==> config.mk <==
export PLATFORM = sky130hd
export DESIGN_NAME = grid_slot_fit_allocator
export DESIGN_NICKNAME = d
export VERILOG_FILES = /design/src/rtl/gsfa_pkg.sv /design/src/rtl/gsfa_ctrl.sv /design/src/rtl/gsfa_dp.sv /design/src/rtl/grid_slot_fit_allocator.sv
export SDC_FILE = /design/constraint.sdc
export NUM_CORES = 1
export LEC_CHECK = 0
export CORE_MARGIN = 2
export CORE_UTILIZATION = 25
export DETAILED_ROUTE_END_ITERATION = 12
export DONT_BUFFER_PORTS = 1
export GPL_TIMING_DRIVEN = 0
export HOLD_SLACK_MARGIN = 0.05
export PLACE_DENSITY_LB_ADDON = 0.05
export SYNTH_ARGS = -nofsm -noshare
export SYNTH_HDL_FRONTEND = slang
export SYNTH_HIERARCHICAL = 1
export SYNTH_SLANG_ARGS = --single-unit
==> constraint.sdc <==
create_clock -name clk -period 7.3 [get_ports clk]
set_input_delay 0.73 -clock clk [delete_from_list [all_inputs] [get_ports clk]]
set_output_delay 0.73 -clock clk [all_outputs]
set_load 0.01 [all_outputs]
==> src/rtl/gsfa_pkg.sv <==
// Shared types, codes and defaults for the grid slot fit allocator.
`timescale 1ns / 1ps

package gsfa_pkg;

  localparam int DEF_ROWS = 8;
  localparam int DEF_COLS = 8;

  localparam int S_DATA_W = 16;
  localparam int M_DATA_W = 8;
  localparam int FIELD_W  = 3;
  localparam int SIZE_W   = 2;
  localparam int LIDX_W   = 12;

  localparam logic [SIZE_W-1:0] SIZE_MAX = 2'd2;

  localparam logic [1:0] POL_FIRST = 2'd0;
  localparam logic [1:0] POL_BEST  = 2'd1;
  localparam logic [1:0] POL_WORST = 2'd2;

  localparam logic REQ_LOAD  = 1'b0;
  localparam logic REQ_ALLOC = 1'b1;

  typedef enum logic [2:0] {
    ST_CLEAR,
    ST_IDLE,
    ST_SCAN,
    ST_DRAIN,
    ST_DONE
  } gsfa_state_t;

  typedef struct packed {
    logic clear_wr;
    logic step;
    logic scan_rd;
    logic load_wr;
    logic start;
    logic finish;
  } gsfa_cmd_t;

  typedef struct packed {
    logic addr_last;
    logic out_busy;
  } gsfa_sts_t;

endpackage

==> src/rtl/gsfa_ctrl.sv <==
// Controller state machine that sequences clearing, loads, scans and result hand-off.
`timescale 1ns / 1ps

module gsfa_ctrl
  import gsfa_pkg::*;
(
  input  logic      clk,
  input  logic      rst,
  input  logic      s_tvalid,
  input  logic      s_tuser,
  output logic      s_tready,
  input  gsfa_sts_t sts,
  output gsfa_cmd_t cmd
);

  gsfa_state_t state;
  gsfa_state_t state_next;

  always_ff @(posedge clk) begin
    if (rst) begin
      state <= ST_CLEAR;
    end else begin
      state <= state_next;
    end
  end

  always_comb begin
    state_next = state;
    cmd        = '0;
    s_tready   = 1'b0;
    case (state)
      ST_CLEAR: begin
        cmd.clear_wr = 1'b1;
        cmd.step     = 1'b1;
        if (sts.addr_last) begin
          state_next = ST_IDLE;
        end
      end
      ST_IDLE: begin
        s_tready = 1'b1;
        if (s_tvalid) begin
          if (s_tuser == REQ_ALLOC) begin
            cmd.start  = 1'b1;
            state_next = ST_SCAN;
          end else begin
            cmd.load_wr = 1'b1;
          end
        end
      end
      ST_SCAN: begin
        cmd.step    = 1'b1;
        cmd.scan_rd = 1'b1;
        if (sts.addr_last) begin
          state_next = ST_DRAIN;
        end
      end
      ST_DRAIN: begin
        state_next = ST_DONE;
      end
      ST_DONE: begin
        if (!sts.out_busy) begin
          cmd.finish = 1'b1;
          state_next = ST_IDLE;
        end
      end
      default: begin
        state_next = ST_IDLE;
      end
    endcase
  end

endmodule

==> src/rtl/gsfa_dp.sv <==
// Datapath with the slot memories, scan counters, fit comparison and output register.
`timescale 1ns / 1ps

module gsfa_dp
  import gsfa_pkg::*;
#(
  parameter int ROWS = DEF_ROWS,
  parameter int COLS = DEF_COLS
) (
  input  logic                clk,
  input  logic                rst,
  input  gsfa_cmd_t           cmd,
  output gsfa_sts_t           sts,
  input  logic                cfg_wen,
  input  logic [1:0]          cfg_wdata,
  input  logic [S_DATA_W-1:0] s_tdata,
  output logic                m_tvalid,
  input  logic                m_tready,
  output logic [M_DATA_W-1:0] m_tdata,
  output logic                m_tuser
);

  localparam int NSLOTS = ROWS * COLS;
  localparam int AW     = (NSLOTS > 1) ? $clog2(NSLOTS) : 1;
  localparam int RW     = (ROWS > 1) ? $clog2(ROWS) : 1;
  localparam int CW     = (COLS > 1) ? $clog2(COLS) : 1;

  logic [SIZE_W-1:0] size_mem  [NSLOTS];
  logic              taken_mem [NSLOTS];

  logic [1:0]         fit_policy;
  logic [AW-1:0]      scan_addr;
  logic [RW-1:0]      scan_row;
  logic [CW-1:0]      scan_col;
  logic [SIZE_W-1:0]  rd_size;
  logic               rd_taken;
  logic               cmp_valid;
  logic [AW-1:0]      cmp_addr;
  logic [FIELD_W-1:0] cmp_row;
  logic [FIELD_W-1:0] cmp_col;
  logic [SIZE_W-1:0]  need;
  logic               found;
  logic [AW-1:0]      pick_addr;
  logic [FIELD_W-1:0] pick_row;
  logic [FIELD_W-1:0] pick_col;
  logic [SIZE_W-1:0]  pick_size;

  logic [FIELD_W-1:0] load_row;
  logic [FIELD_W-1:0] load_col;
  logic [SIZE_W-1:0]  load_size_raw;
  logic [SIZE_W-1:0]  load_size;
  logic               load_taken;
  logic               load_in_grid;
  logic [LIDX_W-1:0]  load_idx;
  logic [AW-1:0]      load_addr;
  logic               cand;
  logic               take;

  assign load_row      = s_tdata[2:0];
  assign load_col      = s_tdata[5:3];
  assign load_size_raw = s_tdata[7:6];
  assign load_taken    = s_tdata[8];
  assign load_size     = (load_size_raw > SIZE_MAX) ? SIZE_MAX : load_size_raw;
  assign load_in_grid  = (32'(load_row) < ROWS) && (32'(load_col) < COLS);
  assign load_idx      = LIDX_W'(load_row) * LIDX_W'(COLS) + LIDX_W'(load_col);
  assign load_addr     = AW'(load_idx);

  assign sts.addr_last = (32'(scan_addr) == NSLOTS - 1);
  assign sts.out_busy  = m_tvalid && !m_tready;

  always_ff @(posedge clk) begin
    if (rst) begin
      fit_policy <= POL_FIRST;
    end else if (cfg_wen) begin
      fit_policy <= cfg_wdata;
    end
  end

  always_ff @(posedge clk) begin
    if (rst) begin
      scan_addr <= '0;
      scan_row  <= '0;
      scan_col  <= '0;
    end else if (cmd.start || (cmd.step && sts.addr_last)) begin
      scan_addr <= '0;
      scan_row  <= '0;
      scan_col  <= '0;
    end else if (cmd.step) begin
      scan_addr <= scan_addr + 1'b1;
      if (32'(scan_col) == COLS - 1) begin
        scan_col <= '0;
        scan_row <= scan_row + 1'b1;
      end else begin
        scan_col <= scan_col + 1'b1;
      end
    end
  end

  always_ff @(posedge clk) begin
    if (cmd.clear_wr) begin
      taken_mem[scan_addr] <= 1'b1;
    end else if (cmd.load_wr && load_in_grid) begin
      taken_mem[load_addr] <= load_taken;
      size_mem[load_addr]  <= load_size;
    end else if (cmd.finish && found) begin
      taken_mem[pick_addr] <= 1'b1;
    end
  end

  always_ff @(posedge clk) begin
    rd_size  <= size_mem[scan_addr];
    rd_taken <= taken_mem[scan_addr];
    cmp_addr <= scan_addr;
    cmp_row  <= FIELD_W'(scan_row);
    cmp_col  <= FIELD_W'(scan_col);
  end

  always_ff @(posedge clk) begin
    if (rst) begin
      cmp_valid <= 1'b0;
    end else begin
      cmp_valid <= cmd.scan_rd;
    end
  end

  assign cand = cmp_valid && !rd_taken && (rd_size >= need);
  assign take = cand && (!found
                         || ((fit_policy == POL_BEST) && (rd_size < pick_size))
                         || ((fit_policy == POL_WORST) && (rd_size > pick_size)));

  always_ff @(posedge clk) begin
    if (rst) begin
      found <= 1'b0;
    end else if (cmd.start) begin
      found <= 1'b0;
    end else if (take) begin
      found <= 1'b1;
    end
  end

  always_ff @(posedge clk) begin
    if (cmd.start) begin
      need <= s_tdata[10:9];
    end
    if (take) begin
      pick_addr <= cmp_addr;
      pick_row  <= cmp_row;
      pick_col  <= cmp_col;
      pick_size <= rd_size;
    end
  end

  always_ff @(posedge clk) begin
    if (rst) begin
      m_tvalid <= 1'b0;
    end else if (cmd.finish) begin
      m_tvalid <= 1'b1;
    end else if (m_tready) begin
      m_tvalid <= 1'b0;
    end
  end

  always_ff @(posedge clk) begin
    if (cmd.finish) begin
      m_tuser <= found;
      if (found) begin
        m_tdata <= {2'b00, pick_col, pick_row};
      end else begin
        m_tdata <= '0;
      end
    end
  end

endmodule

==> src/rtl/grid_slot_fit_allocator.sv <==
// Top level of the grid slot fit allocator.
// A load transaction does not stall; the next transaction is accepted in the following cycle.
// A request transaction scans every slot once, one slot a cycle through the memory read port:
// its result is registered from DONE after a DRAIN state; DONE waits while an earlier result is
// stalled, then the next transaction is taken. After reset the occupied marks are set in one
// pass over all slots, with no transaction accepted; the fit policy resets to first fit.
`timescale 1ns / 1ps

module grid_slot_fit_allocator
  import gsfa_pkg::*;
#(
  parameter int ROWS = DEF_ROWS,
  parameter int COLS = DEF_COLS
) (
  input  logic                clk,
  input  logic                rst,
  input  logic                cfg_wen,
  input  logic [1:0]          cfg_wdata,  // fit_policy
  input  logic                s_tvalid,
  output logic                s_tready,
  input  logic [S_DATA_W-1:0] s_tdata,    // load_row, load_col, load_size, load_taken,
                                          // request_size, zero fill
  input  logic                s_tuser,    // req_type
  output logic                m_tvalid,
  input  logic                m_tready,
  output logic [M_DATA_W-1:0] m_tdata,    // grant_row, grant_col, zero fill
  output logic                m_tuser     // granted
);

  gsfa_cmd_t cmd;
  gsfa_sts_t sts;

  gsfa_ctrl u_ctrl (
    .clk      (clk),
    .rst      (rst),
    .s_tvalid (s_tvalid),
    .s_tuser  (s_tuser),
    .s_tready (s_tready),
    .sts      (sts),
    .cmd      (cmd)
  );

  gsfa_dp #(
    .ROWS (ROWS),
    .COLS (COLS)
  ) u_dp (
    .clk       (clk),
    .rst       (rst),
    .cmd       (cmd),
    .sts       (sts),
    .cfg_wen   (cfg_wen),
    .cfg_wdata (cfg_wdata),
    .s_tdata   (s_tdata),
    .m_tvalid  (m_tvalid),
    .m_tready  (m_tready),
    .m_tdata   (m_tdata),
    .m_tuser   (m_tuser)
  );

endmodule

# Word-level counts from Yosys, hierarchy flattened
# Memories as Yosys holds them, arrays and structs flattened. A register that Yosys moved wholly into a read port is not among the register bits.
# Cells that the tools add are included.
[totals] out_inout_bits=11 rom_bits=0 n_memories=2 wordCells=100 inputBits=24 mem_bits_rw=192 latch_bits=0 reg_bits=57
[memory_table] memory="u_dp.size_mem" words=64 width=2 rd=1 rd_clocked_by_memory_dff=1 write_ports=1 line_no="gsfa_dp.sv:28" source="logic [SIZE_W-1:0] size_mem [NSLOTS];"
[memory_table] memory="u_dp.taken_mem" words=64 width=1 rd=1 rd_clocked_by_memory_dff=1 write_ports=1 line_no="gsfa_dp.sv:29" source="logic taken_mem [NSLOTS];"
[classes] n_reduce_logical=23 n_eq_ne=13 n_mul=0 add_sub_neg=4 magnitude_cmp=4 shift=0 n_mux=35 div_mod_pow=0 bitwise_logic=0
[ops] operator="$mux W1" count=23
[ops] operator="$mux W3" count=6
[ops] operator="$pmux W3 S5" count=1
[ops] operator="$mux W6" count=2
[ops] operator="$logic_and A1 B1 Y1" count=8
[ops] operator="$add A3 B1 Y3 const B" count=2
[ops] operator="$add A6 B1 Y6 const B" count=1
[ops] operator="$add A6 B3 Y6" count=1
[ops] operator="$eq A3 B2 Y1 const B" count=2
[ops] operator="$eq A3 B3 Y1 const B" count=2
[ops] operator="$eq A6 B6 Y1 const B" count=1
[ops] operator="$mux W2" count=3
[ops] operator="$ne A2 B2 Y1 const B" count=3
[ops] operator="$reduce_or A2 Y1" count=3
[ops] operator="$reduce_and A5 Y1" count=1
[ops] operator="$ne A2 B1 Y1 const B" count=2
[ops] operator="$eq A3 B1 Y1 const B" count=1
[ops] operator="$logic_not A1 Y1" count=3
[ops] operator="$logic_not A3 Y1" count=1
[ops] operator="$logic_or A1 B1 Y1" count=3
[ops] operator="$eq A2 B1 Y1 const B" count=1
[ops] operator="$eq A2 B2 Y1 const B" count=1
[ops] operator="$ge A2 B2 Y1" count=1
[ops] operator="$gt A2 B2 Y1" count=1
[ops] operator="other kinds (5)" count=6

# Longest topological paths before layout
[depth] depth_word=11 depth_mapped=9 mapped_depth_nobuf=8

# Hierarchy
# The synthesis kept the hierarchy.
[by_module_without_submodules] module="gsfa_dp" cells_each=680 seq_area_each_um2=7096.8 n_inst=1 area_each_um2=10319.9
[by_module_without_submodules] module="gsfa_ctrl" cells_each=22 seq_area_each_um2=60.1 n_inst=1 area_each_um2=186.4

# Worst setup path after synthesis
# No wires, ideal clock.
[synth_timing] path_kind="input port to flip-flop" from="input port m_tready" to="memory u_dp.taken_mem[27] (enable)" t_arrival_ns=3.131 slack_ns=3.855 setup_ns=0.314 cell_stages=8 cell_sequence="nor2b_1 -> nor4b_1 -> and4bb_2 -> buf_2 -> nand2_1 -> o21ai_1 -> nand3_1 -> nor3_1"
[synth_rtl] item="start, declared" line_no="grid_slot_fit_allocator.sv:25" source="input logic m_tready,"
[synth_rtl] item="end, declared" line_no="gsfa_dp.sv:29"

==> metrics.md <==
| Metric | Value |
|---|---|
| Status | `finished, final reports clean` |
| Num CTS Buffers | `29` |
| Setup TNS | `0 ps` |
| Util after Layout | `0.290` |
| Synth Cell Area | `between 10000 and 15000 um^2` |
| CTS sink cnt | `250` |
| Int Pwr | `2.37 mW` |
| Yosys warns | `6` |
| Flop pwr share | `0.510` |
| Simple-gate share of the synthesized area | `0.117` |
| Die Area | `43700 um^2` |
| Comb power frac | `0.063` |
| Slew at the pin closest to its max-slew limit | `917 ps` |
| Final setup skew | `16.7 ps` |
| IO buf count | `0` |
| Register area share after synthesis | `0.681` |
| Overall power | `roughly 3.1 mW` |
| Worst-path clk slew | `around 60 ps` |
| Max Buffers Root-to-Sink | `3` |
| Largest area contributor in the netlist | `edfxtp_1` |
| Gates resized, CTS repair | `0` |
| FMAX | `315 MHz` |
| DRT antenna net count | `0` |
| Initial DRC Count | `about 360` |
| Global Route Usage Sum | `0.136` |
| Fin crit share | `0.435` |
| Unrepaired setup endpoints after global routing | `no` |
| H-tree depth | `1` |
| Die extent in x | `209 um` |
| Final wirelength | `29300 um` |
| Synth Area in Adders | `0.00953` |
| Initial Utilization | `0.252` |
| Max_cap viols | `0` |
| Power share of the clock group | `0.427` |
| Initial antenna violation count | `3` |
| Io pins | `35` |
| Peak supply drop | `0.000157 V` |
| Grt ovf | `0` |
| Nets | `770` |
| Lkg Pwr | `3.90 nW` |
| Hold crit path type | `primary input to flip-flop` |
| Vias in the first global route | `6333` |
| CP Data Arrival Time | `3430 ps` |
| Max-slew violations | `0` |
| GPL Wtd Cong | `between 0.6 and 0.7` |
| Filler Cells Inserted | `4165` |
| Number of vias per cell | `roughly 4.6` |
| EDFF count, synth | `215` |
| Synth top area share | `0.615` |
| Placeable Area | `41800 um^2` |
| Postcts setup bufs | `0` |
| Die Y | `209 um` |
| Startpoint types | `flip-flop` |
| Synthesized instance count | `702` |
| Avg Cell Area, Syn | `15.0 um^2` |
| Final setup violation count | `0` |
| CP max FO | `7` |
| Row Count | `75` |
| Clock network latency to the later pin of the worst-skew pair | `560 ps` |
| Largest net degree at the start of global routing | `between 50 and 60` |
| Clock root cell | `clkbuf_16` |
| First-pass GRT wire length | `~43000 um` |
| Relative slew slack | `0.385` |
| Share of cells above drive strength 1 | `0.159` |
| DRC violations left | `0` |
| Top cells by area, synth | `edfxtp_1 (61%), mux4_2 (8.1%), dfxtp_1 (6.7%)` |
| Critical path class | `flip-flop to flip-flop` |
| Diodes inserted | `0` |
| Switching share of power | `0.226` |
| Crit end category | `flip-flop` |
| DR WL/cell | `approximately 23 um` |
| NetSw | `690 uW` |
| Req. time, crit path | `7550 ps` |
| Asr flop ratio synth | `0` |
| Synth Area in Compound Gates | `0.0425` |
| Area grow syn2layout | `15.4%` |
| CTS tree | `done` |
| Ys flop type | `edfxtp_1` |
| Mux share of post-synthesis cell area | `0.123` |
| Worst slack, placed | `4090 ps` |
| Yosys reg bits | `250` |
| Pre-antenna DRT Iters | `4` |
| Pwr/cell area | `252 nW/um^2` |
| Combinational family with the most area after synthesis | `multiplexers` |
| Routed vias | `5960` |
| Hold-fix buffers at CTS | `0` |
| HPWL Detailed | `20300 um` |
| Worst setup margin | `4130 ps` |
| Hold Vio Cnt, Final | `0` |
| Min Clock Period, post-route | `approximately 3200 ps` |
| Synth Area in XOR/XNOR | `0.00584` |
| Netlist cell types | `55` |
==> per-stage QoR <==
stage	instance area, um^2	instances	hold slack [ps]
floorplan	10500	703	326
global placement	11200	1242	335
detailed placement	11300	1246	339
CTS	12100	1298	205
global route	12100	1298	207
finish	12100	1298	240
==> worst max-delay path, stage by stage, from the launching register on <==
cell and delay (ps):
dfxtp_1 450, inv_2 70, or3_4 350, nor3b_2 350
nor2b_1 180, buf_4 200, mux2i_1 180, o31ai_2 480
nand3_1 380, nor2_1 220
==> synthesized netlist by cell type, types with 3 or more instances <==
| library cell | instances |
|---|---|
| edfxtp_1 | 215 |
| mux4_1 | 7 |
| nor3_1 | 9 |
| and2_1 | 8 |
| o21a_1 | 4 |
| clkbuf_1 | 17 |
| mux2_2 | 3 |
| a221oi_1 | 4 |
| inv_1 | 6 |
| o22ai_1 | 9 |
| nor2b_1 | 11 |
| o21ai_1 | 3 |
| nand3b_1 | 6 |
| nand2_1 | 30 |
| nand4_1 | 5 |
| buf_2 | 10 |
| o32ai_1 | 3 |
| mux4_2 | 38 |
| o31ai_4 | 3 |
| dfxtp_1 | 35 |
| a21oi_1 | 5 |
| a211oi_1 | 4 |
| nor2_1 | 150 |
| ha_1 | 8 |
| mux2i_1 | 20 |
| a22oi_1 | 9 |
| nand3_1 | 23 |
| buf_6 | 4 |
| buf_4 | 5 |
| xor2_1 | 6 |
| nand2b_1 | 11 |
| a21o_1 | 4 |
==> sequential cells by signal, indices dropped and copies added (netlist names), 6 cells and up <==
signal / cells
u_dp/m_tdata: 6
u_dp/scan_addr: 6
u_dp/cmp_addr: 6
u_dp/taken_mem: 64
u_dp/size_mem: 128
u_dp/pick_addr: 6
==> power groups by stage <==
stage / Sequential (mW) / Combinational [mW] / Clock, mW
after floorplan: 1.59 / 0.124 / 0
after global placement: 1.59 / 0.193 / 0
after detailed placement: 1.59 / 0.199 / 0
after CTS: 1.56 / 0.200 / 1.35
after global routing: 1.56 / 0.211 / 1.41
final: 1.56 / 0.193 / 1.30
==> layout by cell type, fill, tap and decap left out, types with 10 or more instances in the layout <==
master     synthesis  layout
buf_2             10      10
clkbuf_1          17      22
clkbuf_16          0      29
dfxtp_1           35      35
edfxtp_1         215     215
mux2i_1           20      20
mux4_2            38      38
nand2_1           30      30
nand2b_1          11      10
nand3_1           23      23
nor2_1           150     150
nor2b_1           11      10
==> worst paths after layout <==
path,from,end,slack (ps),cells after the start
min,rst,u_dp/fit_policy[1],240,1
max,u_ctrl/state[0],u_dp/taken_mem[4],4130,9
max reg2reg,u_ctrl/state[0],u_dp/taken_mem[4],4130,9
min reg2reg,u_dp/scan_addr[2],u_dp/cmp_addr[2],350,0
==> cell families after synthesis <==
| logic type | count (synthesis) |
|---|---|
| DFF | 250 |
| other | 1 |
| buffers and inverters | 43 |
| AOI/OAI and AO/OA | 56 |
| muxes | 69 |
| adders and majority gates | 8 |
| and+or+nand+nor | 268 |
| xor gates and xnor gates | 7 |
==> routing by layer <==
metal / vias to the layer above / wire length, um / track usage
li1: 2742 / - / -
met1: 3073 / 13700 / 0.183
met2: 110 / 14100 / 0.231
met3: 35 / 989 / 0.0215
met4: 0 / 546 / 0.0310
met5: - / 0 / 0
==> area by class of cell <==
class	instances	area (um^2)	share of cell area
flip-flops and latches	250	7160	0.590
multi-input cells	410	3150	0.260
clock buffers	37	776	0.0640
well taps	539	674	0.0556
plain buffers	36	198	0.0163
clock inverters	15	71.3	0.00588
repair buffers	4	67.6	0.00557
inverters	7	26.3	0.00217
Note: power is estimated with default switching activity, not from simulation.
